`src/hdl/cpu8alu_pkg.sv`:
```
`timescale 1ns / 1ps
// ----------------------------------------------------------------------------
// cpu8alu_pkg
// Operation codes and shared types for the 8-bit processor ALU with flags.
// ----------------------------------------------------------------------------
package cpu8alu_pkg;

  // Operation codes carried on the command field.
  typedef enum logic [4:0] {
    CMD_ADD    = 5'd0,
    CMD_ADC    = 5'd1,
    CMD_SUB    = 5'd2,
    CMD_SBC    = 5'd3,
    CMD_AND    = 5'd4,
    CMD_XOR    = 5'd5,
    CMD_OR     = 5'd6,
    CMD_CP     = 5'd7,
    CMD_INC    = 5'd8,
    CMD_DEC    = 5'd9,
    CMD_RLC    = 5'd10,
    CMD_RRC    = 5'd11,
    CMD_RL     = 5'd12,
    CMD_RR     = 5'd13,
    CMD_SLA    = 5'd14,
    CMD_SRA    = 5'd15,
    CMD_SWAP   = 5'd16,
    CMD_SRL    = 5'd17,
    CMD_BIT    = 5'd18,
    CMD_RES    = 5'd19,
    CMD_SET    = 5'd20,
    CMD_DAA    = 5'd21,
    CMD_CPL    = 5'd22,
    CMD_CCF    = 5'd23,
    CMD_SCF    = 5'd24,
    CMD_ADD16  = 5'd25,
    CMD_ADD_SP = 5'd26,
    CMD_RLCA   = 5'd27,
    CMD_RLA    = 5'd28,
    CMD_RRCA   = 5'd29,
    CMD_RRA    = 5'd30
  } cmd_t;

  // Processor flag set.
  typedef struct packed {
    logic zero;
    logic subtract;
    logic half_carry;
    logic carry;
  } flags_t;

  // One operation as seen by the ALU core.
  typedef struct packed {
    logic [4:0]  command;
    logic [15:0] operand_a;
    logic [15:0] operand_b;
    logic [2:0]  bit_index;
    flags_t      flags;
  } alu_req_t;

  // One result item from the ALU core.
  typedef struct packed {
    logic [15:0] result;
    flags_t      flags;
  } alu_rsp_t;

  // Decimal adjust thresholds and corrections.
  localparam logic [7:0] DAA_HIGH_LIMIT = 8'h99;
  localparam logic [3:0] DAA_LOW_LIMIT  = 4'h9;
  localparam logic [7:0] DAA_HIGH_CORR  = 8'h60;
  localparam logic [7:0] DAA_LOW_CORR   = 8'h06;

endpackage

```
`src/hdl/cpu8alu_core.sv`:
```
`timescale 1ns / 1ps
// ----------------------------------------------------------------------------
// cpu8alu_core
// Combinational datapath: computes the result and new flags of one operation.
// ----------------------------------------------------------------------------
module cpu8alu_core (
  input  cpu8alu_pkg::alu_req_t req,
  output cpu8alu_pkg::alu_rsp_t rsp
);

  logic [7:0]  a;
  logic [7:0]  b;
  logic        cin;
  logic        use_cin;
  logic [8:0]  add_sum;
  logic [4:0]  add_nib;
  logic [8:0]  sub_diff;
  logic [4:0]  sub_nib;
  logic [7:0]  add_b;
  logic [7:0]  bit_mask;
  logic [7:0]  daa_corr;
  logic        daa_carry;
  logic [7:0]  daa_value;
  logic [16:0] sum16;
  logic [12:0] sum12;
  logic [15:0] sp_ext;
  logic [8:0]  sp_byte;
  logic [4:0]  sp_nib;

  assign a   = req.operand_a[7:0];
  assign b   = req.operand_b[7:0];
  assign cin = req.flags.carry;

  // Shared 8-bit adder and subtractor; inc and dec use a constant one.
  always_comb begin
    use_cin = (req.command == cpu8alu_pkg::CMD_ADC) || (req.command == cpu8alu_pkg::CMD_SBC);
    add_b   = ((req.command == cpu8alu_pkg::CMD_INC) || (req.command == cpu8alu_pkg::CMD_DEC))
              ? 8'd1 : b;
    add_sum  = {1'b0, a} + {1'b0, add_b} + {8'd0, use_cin & cin};
    add_nib  = {1'b0, a[3:0]} + {1'b0, add_b[3:0]} + {4'd0, use_cin & cin};
    sub_diff = {1'b0, a} - {1'b0, add_b} - {8'd0, use_cin & cin};
    sub_nib  = {1'b0, a[3:0]} - {1'b0, add_b[3:0]} - {4'd0, use_cin & cin};
  end

  // Decimal adjust correction, taken from the incoming accumulator and flags.
  always_comb begin
    daa_corr  = 8'd0;
    daa_carry = req.flags.carry;
    if (!req.flags.subtract) begin
      if (req.flags.carry || (a > cpu8alu_pkg::DAA_HIGH_LIMIT)) begin
        daa_corr  = daa_corr | cpu8alu_pkg::DAA_HIGH_CORR;
        daa_carry = 1'b1;
      end
      if (req.flags.half_carry || (a[3:0] > cpu8alu_pkg::DAA_LOW_LIMIT)) begin
        daa_corr = daa_corr | cpu8alu_pkg::DAA_LOW_CORR;
      end
      daa_value = a + daa_corr;
    end else begin
      if (req.flags.carry) begin
        daa_corr = daa_corr | cpu8alu_pkg::DAA_HIGH_CORR;
      end
      if (req.flags.half_carry) begin
        daa_corr = daa_corr | cpu8alu_pkg::DAA_LOW_CORR;
      end
      daa_value = a - daa_corr;
    end
  end

  // 16-bit pair add and stack-pointer offset add.
  assign sum16   = {1'b0, req.operand_a} + {1'b0, req.operand_b};
  assign sum12   = {1'b0, req.operand_a[11:0]} + {1'b0, req.operand_b[11:0]};
  assign sp_ext  = {{8{b[7]}}, b};
  assign sp_byte = {1'b0, req.operand_a[7:0]} + {1'b0, b};
  assign sp_nib  = {1'b0, req.operand_a[3:0]} + {1'b0, b[3:0]};

  assign bit_mask = 8'd1 << req.bit_index;

  // Operation select; flags pass through unless an operation changes them.
  always_comb begin
    rsp.result = {8'd0, a};
    rsp.flags  = req.flags;
    unique case (req.command) inside
      cpu8alu_pkg::CMD_ADD, cpu8alu_pkg::CMD_ADC, cpu8alu_pkg::CMD_INC: begin
        rsp.result              = {8'd0, add_sum[7:0]};
        rsp.flags.zero          = (add_sum[7:0] == 8'd0);
        rsp.flags.subtract      = 1'b0;
        rsp.flags.half_carry    = add_nib[4];
        if (req.command != cpu8alu_pkg::CMD_INC) begin
          rsp.flags.carry = add_sum[8];
        end
      end
      cpu8alu_pkg::CMD_SUB, cpu8alu_pkg::CMD_SBC, cpu8alu_pkg::CMD_CP,
      cpu8alu_pkg::CMD_DEC: begin
        // Compare keeps the accumulator unchanged.
        if (req.command != cpu8alu_pkg::CMD_CP) begin
          rsp.result = {8'd0, sub_diff[7:0]};
        end
        rsp.flags.zero       = (sub_diff[7:0] == 8'd0);
        rsp.flags.subtract   = 1'b1;
        rsp.flags.half_carry = sub_nib[4];
        if (req.command != cpu8alu_pkg::CMD_DEC) begin
          rsp.flags.carry = sub_diff[8];
        end
      end
      cpu8alu_pkg::CMD_AND: begin
        rsp.result = {8'd0, a & b};
        rsp.flags  = '{zero: ((a & b) == 8'd0), subtract: 1'b0, half_carry: 1'b1, carry: 1'b0};
      end
      cpu8alu_pkg::CMD_XOR: begin
        rsp.result = {8'd0, a ^ b};
        rsp.flags  = '{zero: ((a ^ b) == 8'd0), subtract: 1'b0, half_carry: 1'b0, carry: 1'b0};
      end
      cpu8alu_pkg::CMD_OR: begin
        rsp.result = {8'd0, a | b};
        rsp.flags  = '{zero: ((a | b) == 8'd0), subtract: 1'b0, half_carry: 1'b0, carry: 1'b0};
      end
      cpu8alu_pkg::CMD_SWAP: begin
        rsp.result = {8'd0, a[3:0], a[7:4]};
        rsp.flags  = '{zero: (a == 8'd0), subtract: 1'b0, half_carry: 1'b0, carry: 1'b0};
      end
      cpu8alu_pkg::CMD_RLC, cpu8alu_pkg::CMD_RLCA: begin
        rsp.result = {8'd0, a[6:0], a[7]};
        rsp.flags  = '{zero: (a == 8'd0), subtract: 1'b0, half_carry: 1'b0, carry: a[7]};
      end
      cpu8alu_pkg::CMD_RRC, cpu8alu_pkg::CMD_RRCA: begin
        rsp.result = {8'd0, a[0], a[7:1]};
        rsp.flags  = '{zero: (a == 8'd0), subtract: 1'b0, half_carry: 1'b0, carry: a[0]};
      end
      cpu8alu_pkg::CMD_RL, cpu8alu_pkg::CMD_RLA: begin
        rsp.result = {8'd0, a[6:0], cin};
        rsp.flags  = '{zero: ({a[6:0], cin} == 8'd0), subtract: 1'b0, half_carry: 1'b0,
                       carry: a[7]};
      end
      cpu8alu_pkg::CMD_RR, cpu8alu_pkg::CMD_RRA: begin
        rsp.result = {8'd0, cin, a[7:1]};
        rsp.flags  = '{zero: ({cin, a[7:1]} == 8'd0), subtract: 1'b0, half_carry: 1'b0,
                       carry: a[0]};
      end
      cpu8alu_pkg::CMD_SLA: begin
        rsp.result = {8'd0, a[6:0], 1'b0};
        rsp.flags  = '{zero: (a[6:0] == 7'd0), subtract: 1'b0, half_carry: 1'b0, carry: a[7]};
      end
      cpu8alu_pkg::CMD_SRA: begin
        rsp.result = {8'd0, a[7], a[7:1]};
        rsp.flags  = '{zero: (a[7:1] == 7'd0), subtract: 1'b0, half_carry: 1'b0, carry: a[0]};
      end
      cpu8alu_pkg::CMD_SRL: begin
        rsp.result = {8'd0, 1'b0, a[7:1]};
        rsp.flags  = '{zero: (a[7:1] == 7'd0), subtract: 1'b0, half_carry: 1'b0, carry: a[0]};
      end
      cpu8alu_pkg::CMD_BIT: begin
        rsp.flags.zero       = ((a & bit_mask) == 8'd0);
        rsp.flags.subtract   = 1'b0;
        rsp.flags.half_carry = 1'b1;
      end
      cpu8alu_pkg::CMD_RES: begin
        rsp.result = {8'd0, a & ~bit_mask};
      end
      cpu8alu_pkg::CMD_SET: begin
        rsp.result = {8'd0, a | bit_mask};
      end
      cpu8alu_pkg::CMD_DAA: begin
        rsp.result           = {8'd0, daa_value};
        rsp.flags.zero       = (daa_value == 8'd0);
        rsp.flags.half_carry = 1'b0;
        rsp.flags.carry      = daa_carry;
      end
      cpu8alu_pkg::CMD_CPL: begin
        rsp.result           = {8'd0, ~a};
        rsp.flags.subtract   = 1'b1;
        rsp.flags.half_carry = 1'b1;
      end
      cpu8alu_pkg::CMD_CCF: begin
        rsp.flags.subtract   = 1'b0;
        rsp.flags.half_carry = 1'b0;
        rsp.flags.carry      = ~req.flags.carry;
      end
      cpu8alu_pkg::CMD_SCF: begin
        rsp.flags.subtract   = 1'b0;
        rsp.flags.half_carry = 1'b0;
        rsp.flags.carry      = 1'b1;
      end
      cpu8alu_pkg::CMD_ADD16: begin
        rsp.result           = sum16[15:0];
        rsp.flags.subtract   = 1'b0;
        rsp.flags.half_carry = sum12[12];
        rsp.flags.carry      = sum16[16];
      end
      cpu8alu_pkg::CMD_ADD_SP: begin
        rsp.result = req.operand_a + sp_ext;
        rsp.flags  = '{zero: 1'b0, subtract: 1'b0, half_carry: sp_nib[4], carry: sp_byte[8]};
      end
      default: begin
        // Unused code: zero result, flags unchanged.
        rsp.result = 16'd0;
      end
    endcase

    // Accumulator rotates always clear zero.
    if ((req.command == cpu8alu_pkg::CMD_RLCA) || (req.command == cpu8alu_pkg::CMD_RLA) ||
        (req.command == cpu8alu_pkg::CMD_RRCA) || (req.command == cpu8alu_pkg::CMD_RRA)) begin
      rsp.flags.zero = 1'b0;
    end
  end

endmodule

```
`src/hdl/cpu8_alu_with_flags_unit.sv`:
```
`timescale 1ns / 1ps
// Path: an accepted item passes the input register, then the result register, whose
// valid bit then marks the result as ready to be taken.
// Throughput: one item per cycle while the output is not stalled; the input register advances
// whenever the result register is empty or being emptied, so a stall only holds items in place.
// Reset: synchronous, active high; clears both valid bits, no payload is reset.
// ----------------------------------------------------------------------------
// cpu8_alu_with_flags_unit
// Two-stage ALU with zero, subtract, half carry and carry flags.
// ----------------------------------------------------------------------------
module cpu8_alu_with_flags_unit (
  input  logic        clk,
  input  logic        rst,
  input  logic        in_valid,
  output logic        in_ready,
  input  logic [4:0]  command,
  input  logic [15:0] operand_a,
  input  logic [15:0] operand_b,
  input  logic [2:0]  bit_index,
  input  logic        zero_in,
  input  logic        subtract_in,
  input  logic        half_carry_in,
  input  logic        carry_in,
  output logic        out_valid,
  input  logic        out_ready,
  output logic [15:0] result,
  output logic        zero_out,
  output logic        subtract_out,
  output logic        half_carry_out,
  output logic        carry_out
);

  logic                  req_valid;
  cpu8alu_pkg::alu_req_t req;
  cpu8alu_pkg::alu_rsp_t rsp_comb;
  logic                  rsp_valid;
  cpu8alu_pkg::alu_rsp_t rsp;
  logic                  rsp_load;
  logic                  req_advance;

  // Stage control: the result register takes a new item when empty or draining.
  assign rsp_load    = !rsp_valid || out_ready;
  assign req_advance = req_valid && rsp_load;
  assign in_ready    = !req_valid || rsp_load;

  // Input register valid and payload.
  always_ff @(posedge clk) begin
    if (rst) begin
      req_valid <= 1'b0;
    end else if (in_ready) begin
      req_valid <= in_valid;
    end
  end

  always_ff @(posedge clk) begin
    if (in_valid && in_ready) begin
      req <= '{command: command, operand_a: operand_a, operand_b: operand_b,
               bit_index: bit_index,
               flags: '{zero: zero_in, subtract: subtract_in,
                        half_carry: half_carry_in, carry: carry_in}};
    end
  end

  cpu8alu_core u_core (
    .req (req),
    .rsp (rsp_comb)
  );

  // Result register valid and payload.
  always_ff @(posedge clk) begin
    if (rst) begin
      rsp_valid <= 1'b0;
    end else if (rsp_load) begin
      rsp_valid <= req_valid;
    end
  end

  always_ff @(posedge clk) begin
    if (req_advance) begin
      rsp <= rsp_comb;
    end
  end

  assign out_valid      = rsp_valid;
  assign result         = rsp.result;
  assign zero_out       = rsp.flags.zero;
  assign subtract_out   = rsp.flags.subtract;
  assign half_carry_out = rsp.flags.half_carry;
  assign carry_out      = rsp.flags.carry;

endmodule

```
`config.mk`:
```
export PLATFORM = sky130hd
export DESIGN_NAME = cpu8_alu_with_flags_unit
export DESIGN_NICKNAME = d
export VERILOG_FILES = /design/src/hdl/cpu8alu_pkg.sv /design/src/hdl/cpu8alu_core.sv /design/src/hdl/cpu8_alu_with_flags_unit.sv
export SDC_FILE = /design/constraint.sdc
export NUM_CORES = 1
export LEC_CHECK = 0
export ABC_CLOCK_PERIOD_IN_PS = 8500
export BUFFER_PORTS_ARGS = -buffer_cell sky130_fd_sc_hd__buf_2
export CAP_MARGIN = 15
export CORE_MARGIN = 2
export CORE_UTILIZATION = 60
export CTS_CLUSTER_DIAMETER = 100
export CTS_CLUSTER_SIZE = 30
export DETAILED_ROUTE_END_ITERATION = 8
export GPL_TIMING_DRIVEN = 0
export PLACE_DENSITY = 0.88
export SLEW_MARGIN = 30
export SYNTH_ARGS = -nofsm -noshare
export SYNTH_HDL_FRONTEND = slang
export SYNTH_HIERARCHICAL = 1
export SYNTH_SLANG_ARGS = --single-unit
```
`constraint.sdc`:
```
create_clock -name clk -period 8.5 [get_ports clk]
set_input_delay 0.425 -clock clk [delete_from_list [all_inputs] [get_ports clk]]
set_output_delay 0.425 -clock clk [all_outputs]
set_load 0.01 [all_outputs]
```
==> metrics.txt <==
placeable core area 0.0103 mm^2; layout cells sized above 1 0.149; # diodes 0; cts hold-fix bufs 0; ys async rst share 0; Crit Path Max Fanout 10; HPWL after DPL 16.6 mm; Final Max Tran Viols 0; multiplexer share of the synthesized area 0.0110; share of the yosys chip area belonging to registers 0.309; Worst Tran Pin Value 1070 ps; syn nets 836; total CTS buffers 9; Clock Power Share 0.287; count of different cell masters after synthesis 76; WS Path Type flop to flop; IO Pins 70; Crit path largest cell delay 450 ps; Critical Path RT 8600 ps; initial antenna violation count 0; CP endpoint kind flop; PwrDens 154 mW/mm^2; Synth Area in Compound Gates 0.246; 1st-iter DRT viols 874; Clock Skews 21.7 ps; # H-tree levels 3; nets@finish 916; unrepaired setup endpoints after global routing no; area share of fa/ha/maj cells after synthesis 0.136; setup bufs post-CTS 0; post-route cell area 0.00710 mm^2; initial core utilization 0.617; drt via density 6.90; GR Overflow Total 0; Buf/Inv on CP 4; CTS tree built; Hold Fails Final Rpt 0; crit path launch type flop; RePlAce Congestion 1.01; Max clock buf depth 2; Int Pwr 694 uW; Hold Path Class primary input to flop; post-CTS sizing 0; drt wl/cell 23.3 um; #FFs+latches synth 66; DR DRC count 0; worst slack, placed 3990 ps; worst-skew pair later-pin latency 370 ps; die area 0.0114 mm^2; Layout fillers 837; combinational power share 0.350; Post-synth EDFFs 64; area leader, netlist edfxtp_1; Avg Cell Area, Syn 8.79 um^2; worst path cell trace clkbuf_1, buf_2, buf_1, nand4b_1, inv_1, fa_1, fa_1, a21boi_0, or4_1, o21ai_0, o21ai_0, xor2_1, a211oi_1, a221o_1; area grow syn2layout 11.9%; clk root buf clkbuf_8; count leader, synth edfxtp_1; vias in the first global route 6216; die height 107 um; Tmin final 4750 ps; drt total wl 21.9 mm; VDD IR max 0.157 mV; power share of the sequential group 0.363; Buffers on Ports 69; Yosys top cell area share 0.303; worst path arrival time 4840 ps; synthesized cell area 0.00635 mm^2; commonest register cell after synthesis edfxtp_1; Routed Antenna Nets 0; Final setup viols 0; Initial DRT Pass Iterations 6; CP top delay family buffers and inverters; crit share post-route 0.558; outcome complete, no violations; Synth Area in Simple Gates 0.182; Leak 0.00292 uW; fmax 211 MHz; DP Area 0.00688 mm^2; row cnt 37; post-synthesis xor/xnor area fraction 0.0566; max-slew headroom at the worst pin 0.286; DIE WIDTH 107 um; vias 6511; CTS sink cnt 66; Commonest cells post-synth edfxtp_1, ha_1, nor2_1, inv_1, nand2_1; largest net degree at the start of global routing 45; setup TNS 0 ps; Syn Inst Count 722; fin util 0.691; wire length of the first global-routing pass 33.9 mm; YS warnings 6; Synth area leaders edfxtp_1, ha_1, xnor2_1; P_sw 401 uW; sw frac 0.367; largest family of logic cells by synthesized area compound AO/OA/AOI/OAI gates; Power Total 1100 uW; Reg clk slew, reported paths 100 ps; min setup slack post-route 3750 ps; MaxCap Viol Count 0; All-Layer GR Usage 0.388; slowest stage cell, crit path edfxtp_1
-- power groups by stage --
stage / logic, uW / registers [uW] / clock network [uW]
floorplan: 253 / 403 / 0
finish: 383 / 397 / 315
CTS: 365 / 397 / 314
global placement: 349 / 403 / 0
global route: 406 / 400 / 327
detailed placement: 361 / 404 / 0
-- registers in the layout (all words and copies together) (netlist names) --
signal / cells
req: 44
result: 16
carry_out: 1
half_carry_out: 1
out_valid: 1
req_valid: 1
subtract_out: 1
zero_out: 1
-- worst paths after layout --
| check | start | end | slack, ps | cells after the start |
|---|---|---|---|---|
| worst max-delay path | req[43] | carry_out | 3750 | 14 |
| worst min-delay path | operand_b[3] | req[10] | 220 | 1 |
| worst max register to register | req[43] | carry_out | 3750 | 14 |
| worst min register to register | req_valid | out_valid | 500 | 2 |
-- cells in the final DEF (no fill, tap or decap), types with 12 or more instances in the layout --
master    synthesis  routed
xnor2_1          29      29
ha_1             61      61
edfxtp_1         64      64
clkbuf_1         13      13
nor3_1           16      14
nand3_1          18      18
inv_1            51      51
a221oi_1         16      16
nand2_1          51      51
o21ai_0          36      36
a21oi_1          50      50
a21o_1           15      15
buf_2            14      83
nor2_1           60      60
nand2b_1         15      15
xor2_1           12      12
-- cells by family (layout without fill, tap and decap cells) --
kind of cell               Yosys count  count (layout)
AOI/OAI and AO/OA                  228             228
xor gates and xnor gates            41              41
adders and majority gates           66              66
buffers and inverters               89             174
DFF                                 66              66
muxes                                7               7
and+or+nand+nor                    225             225
-- area by class of cell --
| cell class | count | area [um^2] | share of cell area |
|---|---|---|---|
| inverters | 52 | 195 | 0.0275 |
| repair buffers | 69 | 345 | 0.0486 |
| plain buffers | 37 | 183 | 0.0257 |
| well taps | 136 | 170 | 0.0240 |
| flip-flops and latches | 66 | 1960 | 0.276 |
| clock buffers | 9 | 124 | 0.0174 |
| multi-input cells | 567 | 4030 | 0.567 |
| clock inverters | 7 | 100 | 0.0141 |
-- stage by stage --
stage	std cells	hold WS, ps
floorplan	722	461
CTS	943	216
detailed placement	927	490
global route	943	224
finish	943	220
global placement	927	472
-- routing by layer --
| layer | part of all wire | GRT usage | wire length [um] | vias up |
|---|---|---|---|---|
| li1 | - | - | - | 2858 |
| met2 | 0.44 | 0.599 | 9640 | 565 |
| met3 | 0.14 | 0.0991 | 2960 | 90 |
| met4 | 0.051 | 0.186 | 1110 | 0 |
| met1 | 0.37 | 0.510 | 8220 | 2998 |
| met5 | 0 | 0 | 0 | - |
No activity file was read; power rests on OpenSTA's default activity.
